### config.mk
export PLATFORM = sky130hd
export DESIGN_NAME = dda_line_rasterizer_unit
export DESIGN_NICKNAME = d
export VERILOG_FILES = /design/src/rtl/dda_lr_pkg.sv /design/src/rtl/dda_lr_ctrl.sv /design/src/rtl/dda_lr_datapath.sv /design/src/rtl/dda_line_rasterizer_unit.sv
export VERILOG_INCLUDE_DIRS = /design/src /design/src/rtl
export SDC_FILE = /design/constraint.sdc
export NUM_CORES = 1
export LEC_CHECK = 0
export BUFFER_PORTS_ARGS = -buffer_cell sky130_fd_sc_hd__buf_4
export CORE_ASPECT_RATIO = 0.9
export CORE_MARGIN = 2
export CORE_UTILIZATION = 45
export DETAILED_ROUTE_END_ITERATION = 6
export SYNTH_ARGS = -nofsm -noshare
export SYNTH_HDL_FRONTEND = slang
export SYNTH_SLANG_ARGS = --single-unit
### constraint.sdc
create_clock -name clock -period 5.45 [get_ports clock]
set_clock_uncertainty 0.1 [all_clocks]
set_input_delay 0.8175 -clock clock [delete_from_list [all_inputs] [get_ports clock]]
set_output_delay 0.8175 -clock clock [all_outputs]
set_load 0.03 [all_outputs]
### src/rtl/dda_line_rasterizer_unit_macros.svh
// Assertion helpers for the rasterizer sequencer, the only module that uses them.
`ifndef DDA_LINE_RASTERIZER_UNIT_MACROS_SVH
`define DDA_LINE_RASTERIZER_UNIT_MACROS_SVH

// Same-cycle implication, disabled while reset is high.
`define DDA_ASSERT_NOW(label, clk, rst, ante, cons) \
   label: assert property (@(posedge clk) disable iff (rst) (ante) |-> (cons)) \
      else $error("assertion failed: same-cycle implication");

// Next-cycle implication, disabled while reset is high.
`define DDA_ASSERT_NEXT(label, clk, rst, ante, cons) \
   label: assert property (@(posedge clk) disable iff (rst) (ante) |=> (cons)) \
      else $error("assertion failed: next-cycle implication");

`endif

### src/rtl/dda_lr_pkg.sv
package dda_lr_pkg;

   localparam int COORD_BITS   = 6;
   localparam int FRAC_BITS    = 16;
   localparam int COLOUR_BITS  = 24;

   // Position accumulator: integer part above FRAC_BITS fraction bits.
   localparam int POS_BITS     = COORD_BITS + FRAC_BITS;
   // Increment magnitude is at most 1.0, so one integer bit is enough.
   localparam int QUO_BITS     = FRAC_BITS + 1;
   // Signed increment: magnitude plus sign.
   localparam int INC_BITS     = FRAC_BITS + 2;
   // Partial remainder holds up to twice the step count.
   localparam int REM_BITS     = COORD_BITS + 1;
   localparam int DIV_CNT_BITS = $clog2(FRAC_BITS + 1);

   typedef struct packed {
      logic load;
      logic div_step;
      logic emit;
   } dda_lr_cmd_type;

   typedef struct packed {
      logic steps_zero;
      logic div_done;
      logic at_end;
      logic out_free;
   } dda_lr_sts_type;

endpackage

### src/rtl/dda_lr_ctrl.sv
`include "dda_line_rasterizer_unit_macros.svh"

module dda_lr_ctrl (
   input  logic                       clock,
   input  logic                       reset,
   input  logic                       req_valid,
   output logic                       req_ready,
   input  dda_lr_pkg::dda_lr_sts_type sts,
   output dda_lr_pkg::dda_lr_cmd_type cmd
);

   localparam logic [1:0] ST_IDLE = 2'd0;
   localparam logic [1:0] ST_DIV  = 2'd1;
   localparam logic [1:0] ST_EMIT = 2'd2;

   logic [1:0] state_ff;
   logic [1:0] state_in;

   assign req_ready = (state_ff == ST_IDLE);

   always_comb begin
      state_in     = state_ff;
      cmd.load     = 1'b0;
      cmd.div_step = 1'b0;
      cmd.emit     = 1'b0;
      case (state_ff)
         ST_IDLE: begin
            if (req_valid) begin
               cmd.load = 1'b1;
               state_in = ST_DIV;
            end
         end
         ST_DIV: begin
            cmd.div_step = 1'b1;
            if (sts.div_done || sts.steps_zero) begin
               state_in = ST_EMIT;
            end
         end
         ST_EMIT: begin
            if (sts.out_free) begin
               cmd.emit = 1'b1;
               if (sts.at_end) begin
                  state_in = ST_IDLE;
               end
            end
         end
         default: begin
            state_in = ST_IDLE;
         end
      endcase
   end

   always_ff @(posedge clock) begin
      if (reset) begin
         state_ff <= ST_IDLE;
      end else begin
         state_ff <= state_in;
      end
   end

   `DDA_ASSERT_NOW(a_emit_needs_room, clock, reset, cmd.emit, sts.out_free)
   `DDA_ASSERT_NEXT(a_accept_starts_div, clock, reset, req_valid && req_ready, state_ff == ST_DIV)
   `DDA_ASSERT_NEXT(a_last_emit_ends, clock, reset, cmd.emit && sts.at_end, req_ready)
   `DDA_ASSERT_NEXT(a_div_holds, clock, reset, (state_ff == ST_DIV) && !sts.div_done && !sts.steps_zero, state_ff == ST_DIV)

endmodule

### src/rtl/dda_lr_datapath.sv
module dda_lr_datapath (
   input  logic                                    clock,
   input  logic                                    reset,
   input  logic [dda_lr_pkg::COORD_BITS-1:0]       req_x_start,
   input  logic [dda_lr_pkg::COORD_BITS-1:0]       req_y_start,
   input  logic [dda_lr_pkg::COORD_BITS-1:0]       req_x_end,
   input  logic [dda_lr_pkg::COORD_BITS-1:0]       req_y_end,
   input  logic [dda_lr_pkg::COLOUR_BITS-1:0]      req_colour,
   input  logic                                    rsp_ready,
   output logic                                    rsp_valid,
   output logic [dda_lr_pkg::COORD_BITS-1:0]       rsp_pixel_x,
   output logic [dda_lr_pkg::COORD_BITS-1:0]       rsp_pixel_y,
   output logic [dda_lr_pkg::COLOUR_BITS-1:0]      rsp_pixel_colour,
   output logic                                    rsp_last_pixel,
   input  dda_lr_pkg::dda_lr_cmd_type              cmd,
   output dda_lr_pkg::dda_lr_sts_type              sts
);

   localparam int CB = dda_lr_pkg::COORD_BITS;
   localparam int FB = dda_lr_pkg::FRAC_BITS;
   localparam int PB = dda_lr_pkg::POS_BITS;
   localparam int QB = dda_lr_pkg::QUO_BITS;
   localparam int IB = dda_lr_pkg::INC_BITS;
   localparam int RB = dda_lr_pkg::REM_BITS;
   localparam int DB = dda_lr_pkg::DIV_CNT_BITS;

   // Line setup from the request.
   logic [CB:0]   diff_x;
   logic [CB:0]   diff_y;
   logic [CB:0]   mag_x;
   logic [CB:0]   mag_y;
   logic [CB-1:0] abs_x;
   logic [CB-1:0] abs_y;
   logic [CB-1:0] steps_calc;

   // Stored line state.
   logic [CB-1:0] steps_ff, x_end_ff, y_end_ff, pix_cnt_ff, pix_cnt_in;
   logic [dda_lr_pkg::COLOUR_BITS-1:0] colour_ff;
   logic          neg_x_ff, neg_y_ff;
   logic [PB-1:0] pos_x_ff, pos_y_ff, pos_x_in, pos_y_in;
   logic [RB-1:0] rem_x_ff, rem_y_ff, rem_x_in, rem_y_in;
   logic [QB-1:0] quo_x_ff, quo_y_ff, quo_x_in, quo_y_in;
   logic [DB-1:0] div_cnt_ff, div_cnt_in;

   // Divider step.
   logic [RB-1:0] trial_x, trial_y, divisor;
   logic          ge_x, ge_y;

   // Increments.
   logic [IB-1:0] inc_x, inc_y;

   // Output register.
   logic                                rsp_valid_ff, rsp_valid_in;
   logic [CB-1:0]                       rsp_x_ff, rsp_y_ff;
   logic [dda_lr_pkg::COLOUR_BITS-1:0]  rsp_colour_ff;
   logic                                rsp_last_ff;

   always_comb begin
      diff_x     = {1'b0, req_x_end} - {1'b0, req_x_start};
      diff_y     = {1'b0, req_y_end} - {1'b0, req_y_start};
      mag_x      = diff_x[CB] ? (~diff_x + 1'b1) : diff_x;
      mag_y      = diff_y[CB] ? (~diff_y + 1'b1) : diff_y;
      abs_x      = mag_x[CB-1:0];
      abs_y      = mag_y[CB-1:0];
      steps_calc = (abs_y > abs_x) ? abs_y : abs_x;
   end

   // Restoring division, one quotient bit per cycle for both axes. The first
   // step produces the integer bit from the span itself.
   always_comb begin
      divisor  = {1'b0, steps_ff};
      trial_x  = (div_cnt_ff == '0) ? rem_x_ff : {rem_x_ff[RB-2:0], 1'b0};
      trial_y  = (div_cnt_ff == '0) ? rem_y_ff : {rem_y_ff[RB-2:0], 1'b0};
      ge_x     = (trial_x >= divisor);
      ge_y     = (trial_y >= divisor);
      rem_x_in = ge_x ? (trial_x - divisor) : trial_x;
      rem_y_in = ge_y ? (trial_y - divisor) : trial_y;
      quo_x_in = {quo_x_ff[QB-2:0], ge_x};
      quo_y_in = {quo_y_ff[QB-2:0], ge_y};
      div_cnt_in = div_cnt_ff + 1'b1;
   end

   always_comb begin
      inc_x      = neg_x_ff ? (~{1'b0, quo_x_ff} + 1'b1) : {1'b0, quo_x_ff};
      inc_y      = neg_y_ff ? (~{1'b0, quo_y_ff} + 1'b1) : {1'b0, quo_y_ff};
      pos_x_in   = pos_x_ff + PB'(signed'(inc_x));
      pos_y_in   = pos_y_ff + PB'(signed'(inc_y));
      pix_cnt_in = pix_cnt_ff + 1'b1;
   end

   always_comb begin
      rsp_valid_in = rsp_valid_ff;
      if (cmd.emit) begin
         rsp_valid_in = 1'b1;
      end else if (rsp_ready) begin
         rsp_valid_in = 1'b0;
      end
   end

   always_ff @(posedge clock) begin
      if (cmd.load) begin
         steps_ff   <= steps_calc;
         x_end_ff   <= req_x_end;
         y_end_ff   <= req_y_end;
         colour_ff  <= req_colour;
         neg_x_ff   <= diff_x[CB];
         neg_y_ff   <= diff_y[CB];
         pos_x_ff   <= {req_x_start, {FB{1'b0}}};
         pos_y_ff   <= {req_y_start, {FB{1'b0}}};
         rem_x_ff   <= {1'b0, abs_x};
         rem_y_ff   <= {1'b0, abs_y};
         quo_x_ff   <= '0;
         quo_y_ff   <= '0;
         div_cnt_ff <= '0;
         pix_cnt_ff <= '0;
      end else begin
         if (cmd.div_step) begin
            rem_x_ff   <= rem_x_in;
            rem_y_ff   <= rem_y_in;
            quo_x_ff   <= quo_x_in;
            quo_y_ff   <= quo_y_in;
            div_cnt_ff <= div_cnt_in;
         end
         if (cmd.emit) begin
            pos_x_ff   <= pos_x_in;
            pos_y_ff   <= pos_y_in;
            pix_cnt_ff <= pix_cnt_in;
         end
      end
   end

   always_ff @(posedge clock) begin
      if (cmd.emit) begin
         rsp_x_ff      <= sts.at_end ? x_end_ff : pos_x_ff[PB-1:FB];
         rsp_y_ff      <= sts.at_end ? y_end_ff : pos_y_ff[PB-1:FB];
         rsp_colour_ff <= colour_ff;
         rsp_last_ff   <= sts.at_end;
      end
   end

   always_ff @(posedge clock) begin
      if (reset) begin
         rsp_valid_ff <= 1'b0;
      end else begin
         rsp_valid_ff <= rsp_valid_in;
      end
   end

   always_comb begin
      sts.steps_zero = (steps_ff == '0);
      sts.div_done   = (div_cnt_ff == DB'(FB));
      sts.at_end     = (pix_cnt_ff == steps_ff);
      sts.out_free   = !rsp_valid_ff || rsp_ready;
   end

   assign rsp_valid        = rsp_valid_ff;
   assign rsp_pixel_x      = rsp_x_ff;
   assign rsp_pixel_y      = rsp_y_ff;
   assign rsp_pixel_colour = rsp_colour_ff;
   assign rsp_last_pixel   = rsp_last_ff;

endmodule

### src/rtl/dda_line_rasterizer_unit.sv
// DDA line rasterizer. A request carries two endpoints on a 64 by 64 grid
// and a 24-bit colour; the block answers with one response per pixel of the
// line from the start point to the end point inclusive, the final pixel
// flagged by rsp_last_pixel and always placed exactly on the end point.
// Equal endpoints give a single pixel. A request is handled on its own, one
// at a time: it is captured, a bit-serial restoring divider forms both
// per-axis increments (16 fraction bits plus the integer bit), then one
// pixel per cycle is issued while the response side keeps up, steps + 1
// pixels where steps is the larger axis span. A new request is taken as
// soon as the last pixel sits in the output register, even while it waits
// to be taken.
module dda_line_rasterizer_unit (
   input  logic                                clock,
   input  logic                                reset,
   input  logic                                req_valid,
   output logic                                req_ready,
   input  logic [dda_lr_pkg::COORD_BITS-1:0]   req_x_start,
   input  logic [dda_lr_pkg::COORD_BITS-1:0]   req_y_start,
   input  logic [dda_lr_pkg::COORD_BITS-1:0]   req_x_end,
   input  logic [dda_lr_pkg::COORD_BITS-1:0]   req_y_end,
   input  logic [dda_lr_pkg::COLOUR_BITS-1:0]  req_colour,
   output logic                                rsp_valid,
   input  logic                                rsp_ready,
   output logic [dda_lr_pkg::COORD_BITS-1:0]   rsp_pixel_x,
   output logic [dda_lr_pkg::COORD_BITS-1:0]   rsp_pixel_y,
   output logic [dda_lr_pkg::COLOUR_BITS-1:0]  rsp_pixel_colour,
   output logic                                rsp_last_pixel
);

   // Commands from the sequencer and status back from the datapath.
   dda_lr_pkg::dda_lr_cmd_type cmd;
   dda_lr_pkg::dda_lr_sts_type sts;

   // The sequencer walks idle, divide and emit; it only issues a pixel when
   // the output register is free or being drained in the same cycle.
   dda_lr_ctrl u_ctrl (
      .clock     (clock),
      .reset     (reset),
      .req_valid (req_valid),
      .req_ready (req_ready),
      .sts       (sts),
      .cmd       (cmd)
   );

   // The datapath holds the line setup, the two dividers, the position
   // accumulators and the response register.
   dda_lr_datapath u_datapath (
      .clock            (clock),
      .reset            (reset),
      .req_x_start      (req_x_start),
      .req_y_start      (req_y_start),
      .req_x_end        (req_x_end),
      .req_y_end        (req_y_end),
      .req_colour       (req_colour),
      .rsp_ready        (rsp_ready),
      .rsp_valid        (rsp_valid),
      .rsp_pixel_x      (rsp_pixel_x),
      .rsp_pixel_y      (rsp_pixel_y),
      .rsp_pixel_colour (rsp_pixel_colour),
      .rsp_last_pixel   (rsp_last_pixel),
      .cmd              (cmd),
      .sts              (sts)
   );

endmodule

Word level (Yosys, flattened, before mapping)
Cells that the tools add are included.
{"block": "classes", "add_sub_neg": 12, "magnitude_cmp": 3, "n_eq_ne": 8, "muxes": 31, "bitwise": 4, "reduce_logical": 10}
{"cell": "22-bit 2-to-1 mux", "n": 4}
{"cell": "6-bit 2-to-1 mux", "n": 9}
{"cell": "22-bit adder", "n": 2}
{"cell": "18-bit by 1-bit adder with 18-bit output (second input constant)", "n": 2}
{"cell": "18-bit 2-to-1 mux", "n": 2}
{"cell": "17-bit inverter with 18-bit output", "n": 2}
{"cell": "7-bit 2-to-1 mux", "n": 4}
{"cell": "6-bit by 1-bit adder with 6-bit output (second input constant)", "n": 3}
{"cell": "7-bit by 6-bit >= comparator with 1-bit output", "n": 2}
{"cell": "6-bit by 6-bit subtractor with 7-bit output", "n": 2}
{"cell": "7-bit by 6-bit subtractor with 7-bit output", "n": 2}
{"cell": "6-bit inverter", "n": 2}
{"cell": "2-bit 2-to-1 mux", "n": 4}
{"cell": "1-bit 2-to-1 mux", "n": 7}
{"cell": "6-bit equality test", "n": 1}
{"cell": "6-bit greater-than comparator", "n": 1}
{"cell": "6-bit zero test", "n": 1}
{"cell": "2-bit case mux with 3 select lines", "n": 1}
{"cell": "2-bit nonzero test", "n": 3}
{"cell": "5-bit by 1-bit adder with 5-bit output (second input constant)", "n": 1}
{"cell": "5-bit equality test (second input constant)", "n": 1}
{"cell": "5-bit zero test", "n": 1}
{"cell": "2-bit by 1-bit inequality test with 1-bit output (second input constant)", "n": 2}
{"cell": "2-bit inequality test (second input constant)", "n": 2}
{"cell": "6 further kinds", "n": 7}
{"block": "word_totals", "reg_bits": 187, "input_bits": 52, "out_inout_bits": 39, "elab_cells": 92}

Depth between registers and ports, before layout
Gate-level depths: netlist of run 1.
{"block": "logic_depth", "word_depth": 6, "ltp_mapped": 17, "mapped_depth_nobuf": 17}

Hierarchy
A second synthesis of run 1 with hierarchy kept.
{"block": "hier_totals", "cells_unflattened": 1085, "hier_area_um2": 11141.9}
{"mod": "dda_lr_datapath", "instances": 1, "cells_each": 1071, "area_per_inst_um2": 11023.1, "seq_area_each_um2": 4754.6}
{"mod": "dda_lr_ctrl", "instances": 1, "cells_each": 14, "area_per_inst_um2": 118.9, "seq_area_each_um2": 40.0}

Worst setup path before layout of run 1
OpenSTA, ideal clock, no wires.
{"block": "synth_timing", "path_kind": "input port to flip-flop", "from": "input port req_y_end[0] in the netlist's numbering", "to": "register u_datapath.steps_ff[4], data pin", "setup_time_ns": 0.260, "arrival_ns": 4.002, "required_ns": 5.090, "setup_slack_ns": 1.088, "cell_stages": 17, "path_buffers": 0, "path_cell_list": "inv_1 ha_1 fa_1 nor2b_1 o21ai_0 a21oi_1 o21ai_0 and2_1 a21oi_1 inv_1 ha_1 nor2b_1 o21ai_0 nand2b_1 a221oi_1 a41oi_1 mux2_2"}
{"block": "synth_between", "word_cells_on_any_way": 6, "cone_classes": "2 x add/sub; 1 x order compare; 2 x mux; 1 x bitwise"}
{"item": "start, declared", "line": "dda_line_rasterizer_unit.sv:20", "rtl": "input logic [dda_lr_pkg::COORD_BITS-1:0] req_y_end,"}
{"item": "6-bit by 6-bit subtractor with 7-bit output (*)", "line": "dda_lr_datapath.sv:60", "rtl": "diff_y = {1'b0, req_y_end} - {1'b0, req_y_start};"}
{"item": "net u_datapath.diff_y[6]", "line": "dda_lr_datapath.sv:29", "rtl": "logic [CB:0] diff_y;"}
{"item": "6-bit 2-to-1 mux (*)", "line": "dda_lr_datapath.sv:62", "rtl": "mag_y = diff_y[CB] ? (~diff_y + 1'b1) : diff_y;"}
{"item": "6-bit greater-than comparator", "line": "dda_lr_datapath.sv:65", "rtl": "steps_calc = (abs_y > abs_x) ? abs_y : abs_x;"}
{"item": "6-bit 2-to-1 mux (*)", "line": "dda_lr_datapath.sv:65"}
{"item": "net u_datapath.steps_calc[4]", "line": "dda_lr_datapath.sv:34", "rtl": "logic [CB-1:0] steps_calc;"}
{"item": "end signal, assigned", "line": "dda_lr_datapath.sv:102", "rtl": "steps_ff <= steps_calc;"}
{"item": "end, declared", "line": "dda_lr_datapath.sv:37", "rtl": "logic [CB-1:0] steps_ff, x_end_ff, y_end_ff, pix_cnt_ff, pix_cnt_in;"}
The timed path passes the listed nets; every way through them passes the cells marked *.
A chain may end at the register's enable or synchronous reset.

Worst setup path in the final report of run 1
{"block": "layout_timing", "from": "register u_datapath.div_cnt_ff[0]", "to": "register u_datapath.rem_y_ff[4], data pin"}
{"block": "layout_between", "elab_chain_cells": 6, "word_cells_on_any_way": 7, "cone_classes": "1 x add/sub; 1 x order compare; 4 x mux; 1 x reduce/logical"}
{"item": "start, declared", "line": "dda_lr_datapath.sv:43", "rtl": "logic [DB-1:0] div_cnt_ff, div_cnt_in;"}
{"item": "start signal, assigned", "line": "dda_lr_datapath.sv:122", "rtl": "div_cnt_ff <= div_cnt_in;"}
{"item": "5-bit zero test (*)", "line": "dda_lr_datapath.sv:73", "rtl": "trial_y = (div_cnt_ff == '0) ? rem_y_ff : {rem_y_ff[RB-2:0], 1'b0};"}
{"item": "7-bit 2-to-1 mux (*)", "line": "dda_lr_datapath.sv:73"}
{"item": "7-bit by 6-bit subtractor with 7-bit output / 7-bit by 6-bit >= comparator with 1-bit output (equally long branches)", "line": "dda_lr_datapath.sv:77, dda_lr_datapath.sv:75"}
{"item": "7-bit 2-to-1 mux (*)", "line": "dda_lr_datapath.sv:77", "rtl": "rem_y_in = ge_y ? (trial_y - divisor) : trial_y;"}
{"item": "6-bit 2-to-1 mux (*)", "line": "dda_lr_datapath.sv:117", "rtl": "if (cmd.div_step) begin"}
{"item": "6-bit 2-to-1 mux (*)", "line": "dda_lr_datapath.sv:101", "rtl": "if (cmd.load) begin"}
{"item": "end signal, assigned", "line": "dda_lr_datapath.sv:111", "rtl": "rem_y_ff <= {1'b0, abs_y};"}
{"item": "end signal, assigned", "line": "dda_lr_datapath.sv:119", "rtl": "rem_y_ff <= rem_y_in;"}
{"item": "end, declared", "line": "dda_lr_datapath.sv:41", "rtl": "logic [RB-1:0] rem_x_ff, rem_y_ff, rem_x_in, rem_y_in;"}
Every way passes the cells marked *; elsewhere a longest branch is shown, timed or not. The select of a mux whose other input is x is not followed.

==> metrics.md, run 1 <==
| Metric | Value |
|---|---|
| DRC Markers | `0` |
| Core Box Area | `24320 sq um` |
| Worst flop-to-flop path startpoint | `u_datapath.div_cnt_ff[0]$_SDFFE_PP0P_` |
| Die area | `26070 sq um` |
| Startpoint types | `flop` |
| WL final | `26770 um` |
| Register area share after synthesis | `0.4298` |
| Drt via density | `5.569` |
| Register-to-Register Setup Slack | `1.0 ns` |
| Post-synth cell types | `64` |
| Worst setup margin | `0.9991 ns` |
| GR Overflow Total | `0` |
| RD Place Congestion | `0.8838` |
| CP Max Fanout | `9` |
| CTS Buf Count | `17` |
| Setup TNS | `0 ns` |
| CP delay by family, top | `simple AND/OR/NAND/NOR gates` |
| Final Setup Violations | `0` |
| Crit share post-route | `0.8167` |
| IO Port Bufs | `90` |
| Number of global-route vias before repair | `8156` |
| Worst EP required | `5.54 ns` |
| Number of setup buffers added after CTS | `0` |
| Synth Instances | `1145` |
| First DRT Iteration DRCs | `594` |
| Multi-input gate area | `5988 sq um` |
| N_diodes | `0` |
| Worst skew pair latency | `0.45 ns` |
| Worst slew margin | `0.4532` |
| Final net count | `1364` |
| Post-Place Cells | `1514` |
| Hold Path End | `u_datapath.rsp_pixel_colour[7]$_DFFE_PP_` |
| DRT antenna net count | `0` |
| CP max stage delay | `0.62 ns` |
| Post-layout min period | `4.451 ns` |
| Clk buf depth | `2` |
| Resized cells post-CTS | `0` |
| R2r endpoint | `u_datapath.rem_y_ff[4]$_DFFE_PP_` |
| Final Hold Vio Count | `0` |
| Buffer and inverter count on the worst path | `1` |
| Fill count | `2206` |
| Hold path cells | `0` |
| Layout cells sized above 1 | `0.1511` |
| Hold Startpoint | `u_datapath.colour_ff[7]$_DFFE_PP_` |
| Synth top area cells | `edfxtp_1 (28%), dfxtp_1 (15%), ha_1 (9.1%)` |
| First-pass GRT wire length | `42800 um` |
| Reg2Reg Depth | `13` |
| Synth cell count leaders | `nand2_1 (162), edfxtp_1 (105), o21ai_0 (86)` |
| Pre-CTS setup slack | `0.6952 ns` |
| Netlist Area Pre-Place | `11160 sq um` |
| Register Area | `4795 sq um` |
| Maxcap violations | `0` |
| Slowest stage cell, crit path | `nor2_1` |
| Syn_area_per_cell | `9.743 sq um` |
| Crit Path Category | `reg -> reg` |
| Non-filler cells in the finished layout | `1546` |
| Area delta synth->final | `14.28%` |
| Worst-margin pin slew | `0.8171 ns` |
| Critical path, cell by cell | `inv_1 > ha_1 > nand2_1 > nor2_1 > mux2_2 > ha_1 > nor2b_1 > o21ai_0 > a21boi_0 > o311a_1 > nor4_4 > mux2_2 > mux2_2` |
| Sink Count | `187` |
| Post-synth top area share | `0.2826` |
| Top Ports | `91` |
| Synth area leader | `edfxtp_1` |
| Post-synth EDFFs | `105` |
| CP dominant cell by count | `mux2_2` |
| CTS root buf | `clkbuf_16` |
| PwrDens | `433.7 nW/um^2` |
| Fmax | `224.7 MHz` |
| Top FF cell, synth | `edfxtp_1` |
| Count leader, synth | `nand2_1` |
| CP arrival | `4.54 ns` |
| Initial antenna violation count | `0` |
| Vias | `8609` |
| Total track usage | `0.2100` |
| Largest net degree at the start of global routing | `76` |
| TritonCTS clock tree | `done` |
| Die width | `170.0 um` |
| Die H | `153.4 um` |
| YS warnings | `0` |
| DR WL/cell | `17.32 um` |
| Peak VDD IR | `0.0004806 V` |
| #FFs+latches synth | `187` |
| CTS hold repair buffers | `0` |
| RSZ-0062 raised after global routing | `no` |
| H-tree level count | `4` |
| HP Class | `reg -> reg` |
| Final Max Tran Viols | `0` |
| Pre-antenna DRT Iters | `6` |
| Post-synth ARST share | `0` |
| Hpwl dp | `19260 um` |
| Clock transition at path regs | `0.07 ns` |
| Leak | `5.126 nW` |
| Rows | `54` |
| Syn nets | `1284` |
| Starting density of the core | `0.4586` |
| Nature of the critical path endpoint | `flop` |
| Status | `finished, final reports clean` |
[through the flow]
stage                 util  power, mW  area (sq um)  hold slack, ns
floorplan                -      3.761         11160          0.3003
global placement    0.5003      4.274         12170          0.3011
detailed placement  0.5003      4.297         12170          0.3045
CTS                 0.5241      5.555         12750          0.3220
global route        0.5241      5.927         12750          0.3256
finish              0.5241      5.529         12750          0.3206
[report_power, final]
part	switching (mW)	internal, mW
sequential	0.114	1.68
combinational	1.37	1.13
clock	0.609	0.630
[worst register-to-register path: stages, from the launching register on]
cell and delay [ns]:
dfxtp_1 0.35, inv_1 0.07, ha_1 0.16, nand2_1 0.05, nor2_1 0.62, mux2_2 0.46
ha_1 0.30, nor2b_1 0.13, o21ai_0 0.19, a21boi_0 0.19, o311a_1 0.39, nor4_4 0.54
mux2_2 0.41, mux2_2 0.26
[registers in the layout, summed over array words and instances, names as in the netlist, 2 cells and up]
name and count:
u_datapath.rsp_pixel_colour 24, u_datapath.colour_ff 24, u_datapath.div_cnt_ff 5, u_datapath.steps_ff 6, u_datapath.rsp_pixel_x 6, u_datapath.pos_x_ff 22, u_datapath.quo_y_ff 17, u_datapath.pix_cnt_ff 6
u_datapath.x_end_ff 6, u_datapath.y_end_ff 6, u_datapath.pos_y_ff 22, u_datapath.rem_y_ff 7, u_datapath.quo_x_ff 17, u_ctrl.state_ff 2, u_datapath.rsp_pixel_y 6, u_datapath.rem_x_ff 7
[kinds of logic (layout without fill, tap and decap cells)]
kind of cell               count (synthesis)  count (layout)  share of synthesized area
buffers and inverters                    101             194                    0.03432
AOI/OAI and AO/OA                        280             280                     0.1567
DFF                                      187             187                     0.4298
muxes                                     60              60                    0.05709
xor gates and xnor gates                  90              90                    0.07201
adders and majority gates                 87              87                     0.1016
and+or+nand+nor                          340             340                     0.1485
[worst max-delay path by stage]
stage | from | endpoint | slack (ns) | depth (start not counted)
floorplan | req_y_end[0] | u_datapath.steps_ff[4]$_DFFE_PP_ | 1.09 | 17
global placement | req_y_start[0] | u_datapath.steps_ff[2]$_DFFE_PP_ | 0.91 | 18
detailed placement | req_y_start[0] | u_datapath.steps_ff[5]$_DFFE_PP_ | 0.70 | 18
CTS | u_datapath.div_cnt_ff[0]$_SDFFE_PP0P_ | u_datapath.rem_y_ff[4]$_DFFE_PP_ | 1.01 | 13
global route | req_y_start[0] | u_datapath.steps_ff[3]$_DFFE_PP_ | 0.74 | 18
finish | u_datapath.div_cnt_ff[0]$_SDFFE_PP0P_ | u_datapath.rem_y_ff[4]$_DFFE_PP_ | 1.0 | 13
[cell usage in the layout (no fill, tap or decap), types with 8 or more instances in the layout]
cell,synthesis,final
a211oi_1,13,13
a21boi_0,8,8
a21o_1,12,12
a21oi_1,77,77
a31oi_1,11,11
and2_1,8,8
buf_4,1,100
clkbuf_16,0,17
dfxtp_1,82,82
edfxtp_1,105,105
ha_1,81,81
inv_1,60,59
mux2_2,29,29
mux2i_1,31,31
nand2_1,162,162
nand2b_1,12,11
nand3_1,24,24
nand4_1,9,9
nor2_1,48,48
nor2b_1,14,13
nor3_1,14,13
o21ai_0,86,86
o31ai_1,16,16
or4_1,8,8
xnor2_1,65,65
xor2_1,23,23
[layer usage]
| layer | up-vias | track usage | routed length (um) |
|---|---|---|---|
| met5 | - | 0 | 0 |
| met4 | 0 | 0.05617 | 401 |
| met3 | 25 | 0.04298 | 1311 |
| met2 | 195 | 0.3298 | 12240 |
| met1 | 4071 | 0.2952 | 12820 |
| li1 | 4318 | - | - |
[final cells by class]
cell class,count,area share
timing repair buffer,101,0.06046
tap,308,0.03023
clock inverter,13,0.009913
multi-input combinational,857,0.4697
inverter,61,0.01806
clock buffer,19,0.03553
sequential,187,0.3761
Power figures use the tool's default switching activity.
==> run 2, diff against run 1 <==
--- a/config.mk
+++ b/config.mk
@@ -11,6 +11,7 @@
 export CORE_MARGIN = 2
 export CORE_UTILIZATION = 45
 export DETAILED_ROUTE_END_ITERATION = 6
+export PLACE_DENSITY = 0.65
 export SYNTH_ARGS = -nofsm -noshare
 export SYNTH_HDL_FRONTEND = slang
 export SYNTH_SLANG_ARGS = --single-unit
==> constraint.sdc (replaced) <==
create_clock -name clock -period 3.95 [get_ports clock]
set_clock_uncertainty 0.1 [all_clocks]
set_input_delay 0.5925 -clock clock [delete_from_list [all_inputs] [get_ports clock]]
set_output_delay 0.5925 -clock clock [all_outputs]
set_load 0.03 [all_outputs]
==> run 2 against run 1 <==
Against the previous run:
- non-clock buffer count grew 79
- sequential share of layout area decreased by 2.3 points
- flip-flop and latch count did not move
- critical endpoint is now u_datapath.pos_x_ff[20]$_DFFE_PP_
- via count is 2.7% higher
- critical path depth is the same
- first-iteration DRC count fell by 8.1%
- core utilization is 3.5 points higher
- largest cell class unchanged
- register-to-register slack lost 0.94 ns
- total power is 47% higher
==> metrics.md, run 2 (synthesis gave the netlist of run 1 again) <==
| Metric | Value |
|---|---|
| Final Hold Vio Count | `0` |
| Startpoint types | `flop` |
| Clk buf depth | `2` |
| Commonest non-fill, non-tap cell in the layout | `buf_4` |
| CTS hold repair buffers | `0` |
| Met2 usage | `0.3421` |
| N_diodes | `0` |
| CP Max Fanout | `5` |
| Maxcap violations | `0` |
| CTS root buf | `clkbuf_16` |
| Number of global-route vias before repair | `8788` |
| Fmax | `256.9 MHz` |
| Final Cell Area | `13590 sq um` |
| HP Class | `in -> reg` |
| Drt via density | `5.443` |
| RSZ-0062 raised after global routing | `yes` |
| GR Overflow Total | `0` |
| Reg2Reg Depth | `13` |
| Leak | `5.563 nW` |
| Worst flop-to-flop path startpoint | `u_datapath.quo_x_ff[2]$_SDFFE_PP0P_` |
| Met3 usage in global routing | `0.02589` |
| Core Box Area | `24320 sq um` |
| DRC Markers | `0` |
| Fill count | `2142` |
| Die width | `170.0 um` |
| CTS Buf Count | `17` |
| Setup crit end | `u_datapath.pos_x_ff[20]$_DFFE_PP_` |
| Area delta synth->final | `21.80%` |
| Layout cells sized above 1 | `0.2285` |
| Clock transition at path regs | `0.09 ns` |
| IO Port Bufs | `90` |
| Worst EP required | `4.04 ns` |
| Sink Count | `187` |
| Vias | `8845` |
| Pre-antenna DRT Iters | `5` |
| Worst skew pair latency | `0.45 ns` |
| First-pass GRT wire length | `43780 um` |
| Final net count | `1443` |
| Rows | `54` |
| First DRT Iteration DRCs | `546` |
| Status | `finished, final reports clean` |
| Pwr Total | `8.144 mW` |
| Register-to-Register Setup Slack | `0.06 ns` |
| DRT antenna net count | `0` |
| Dpl cell area | `12730 sq um` |
| Hpwl dp | `19170 um` |
| Worst slew margin | `0.3701` |
| Nature of the critical path endpoint | `flop` |
| Crit path from | `u_datapath.quo_x_ff[2]$_SDFFE_PP0P_` |
| Die H | `153.4 um` |
| Grt met1 use | `0.2958` |
| Final Max Tran Viols | `0` |
| Peak VDD IR | `0.0003335 V` |
| H-tree level count | `4` |
| Die area | `26070 sq um` |
| Post-layout min period | `3.893 ns` |
| PwrDens | `599.3 nW/um^2` |
| R2r endpoint | `u_datapath.pos_x_ff[20]$_DFFE_PP_` |
| Final Setup Violations | `0` |
| Crit share post-route | `0.9855` |
| CP arrival | `3.99 ns` |
| RD Place Congestion | `0.8578` |
| Starting density of the core | `0.4586` |
| Largest net degree at the start of global routing | `47` |
| Most Crowded Layer GR | `met2` |
| Worst-margin pin slew | `0.9406 ns` |
| DR WL/cell | `16.48 um` |
| Most frequent cells in the layout | `buf_4 (178), nand2_1 (161), edfxtp_1 (105)` |
| Final hold slack | `0.2131 ns` |
| Initial antenna violation count | `0` |
| Total track usage | `0.2096` |
| TritonCTS clock tree | `done` |
| WL final | `26780 um` |
| Crit Path Category | `reg -> reg` |
| Fin util | `0.5586` |
| Top Ports | `91` |
## run 2: final cells by class
type / count / area [sq um] / share of cell area
multi-input combinational: 857 / 6190 / 0.4555
tap: 308 / 385.4 / 0.02836
sequential: 187 / 4796 / 0.3529
inverter: 61 / 230.2 / 0.01694
clock inverter: 15 / 202.7 / 0.01492
timing repair buffer: 180 / 1359 / 0.1000
clock buffer: 17 / 425.4 / 0.03131
## run 2: what timing repair did
item                                    in CTS  in global routing
pin swaps                                    0                 11
buffers inserted                             0                  5
resized for setup                            1                 39
endpoints found under the setup margin       1                 16
gates cloned                                 0                  0
## run 2: worst min path at each step
stage	endpoint	startpoint	slack, ns	cells past startpoint
global route	u_datapath.colour_ff[2]$_DFFE_PP_	req_colour[2]	0.20	1
CTS	u_datapath.colour_ff[2]$_DFFE_PP_	req_colour[2]	0.20	1
global placement	u_datapath.rsp_pixel_colour[9]$_DFFE_PP_	u_datapath.colour_ff[9]$_DFFE_PP_	0.30	0
finish	u_datapath.colour_ff[13]$_DFFE_PP_	req_colour[13]	0.21	1
floorplan	u_datapath.rsp_pixel_colour[0]$_DFFE_PP_	u_datapath.colour_ff[0]$_DFFE_PP_	0.30	0
detailed placement	u_datapath.rsp_pixel_colour[14]$_DFFE_PP_	u_datapath.colour_ff[14]$_DFFE_PP_	0.30	0
## run 2: power by group
group | internal (mW) | total [mW] | switching (mW)
Clock | 0.886 | 1.82 | 0.932
Combinational | 1.88 | 3.88 | 2.01
Sequential | 2.31 | 2.44 | 0.127
## run 2: critical path: stages, from the launching register on
cell     delay [ns]
dfxtp_2        0.33
or4_4          0.55
or4_4          0.44
or4_4          0.46
nand2_2        0.11
xnor2_2        0.06
ha_1           0.36
and3_4         0.20
and2_4         0.14
and3_4         0.18
a31o_4         0.23
a21oi_4        0.13
nor4b_2        0.06
a211o_1        0.28
## run 2: metrics by stage
step | setup slack, ns | cells | TNS (ns)
2_1_floorplan | 0.01204 | 1145 | 0
3_3_place_gp | -0.08787 | 1588 | -0.4497
3_5_place_dp | -0.1579 | 1588 | -0.8328
4_1_cts | 0.003777 | 1620 | 0
5_1_grt | -0.02769 | 1625 | -0.09073
6_report | 0.05713 | 1625 | 0
## run 2: layer usage
layer | vias to the layer above | part of all wire
met5 | - | 0
met4 | 0 | 0.014
met3 | 28 | 0.033
met2 | 160 | 0.47
met1 | 4200 | 0.49
li1 | 4457 | -
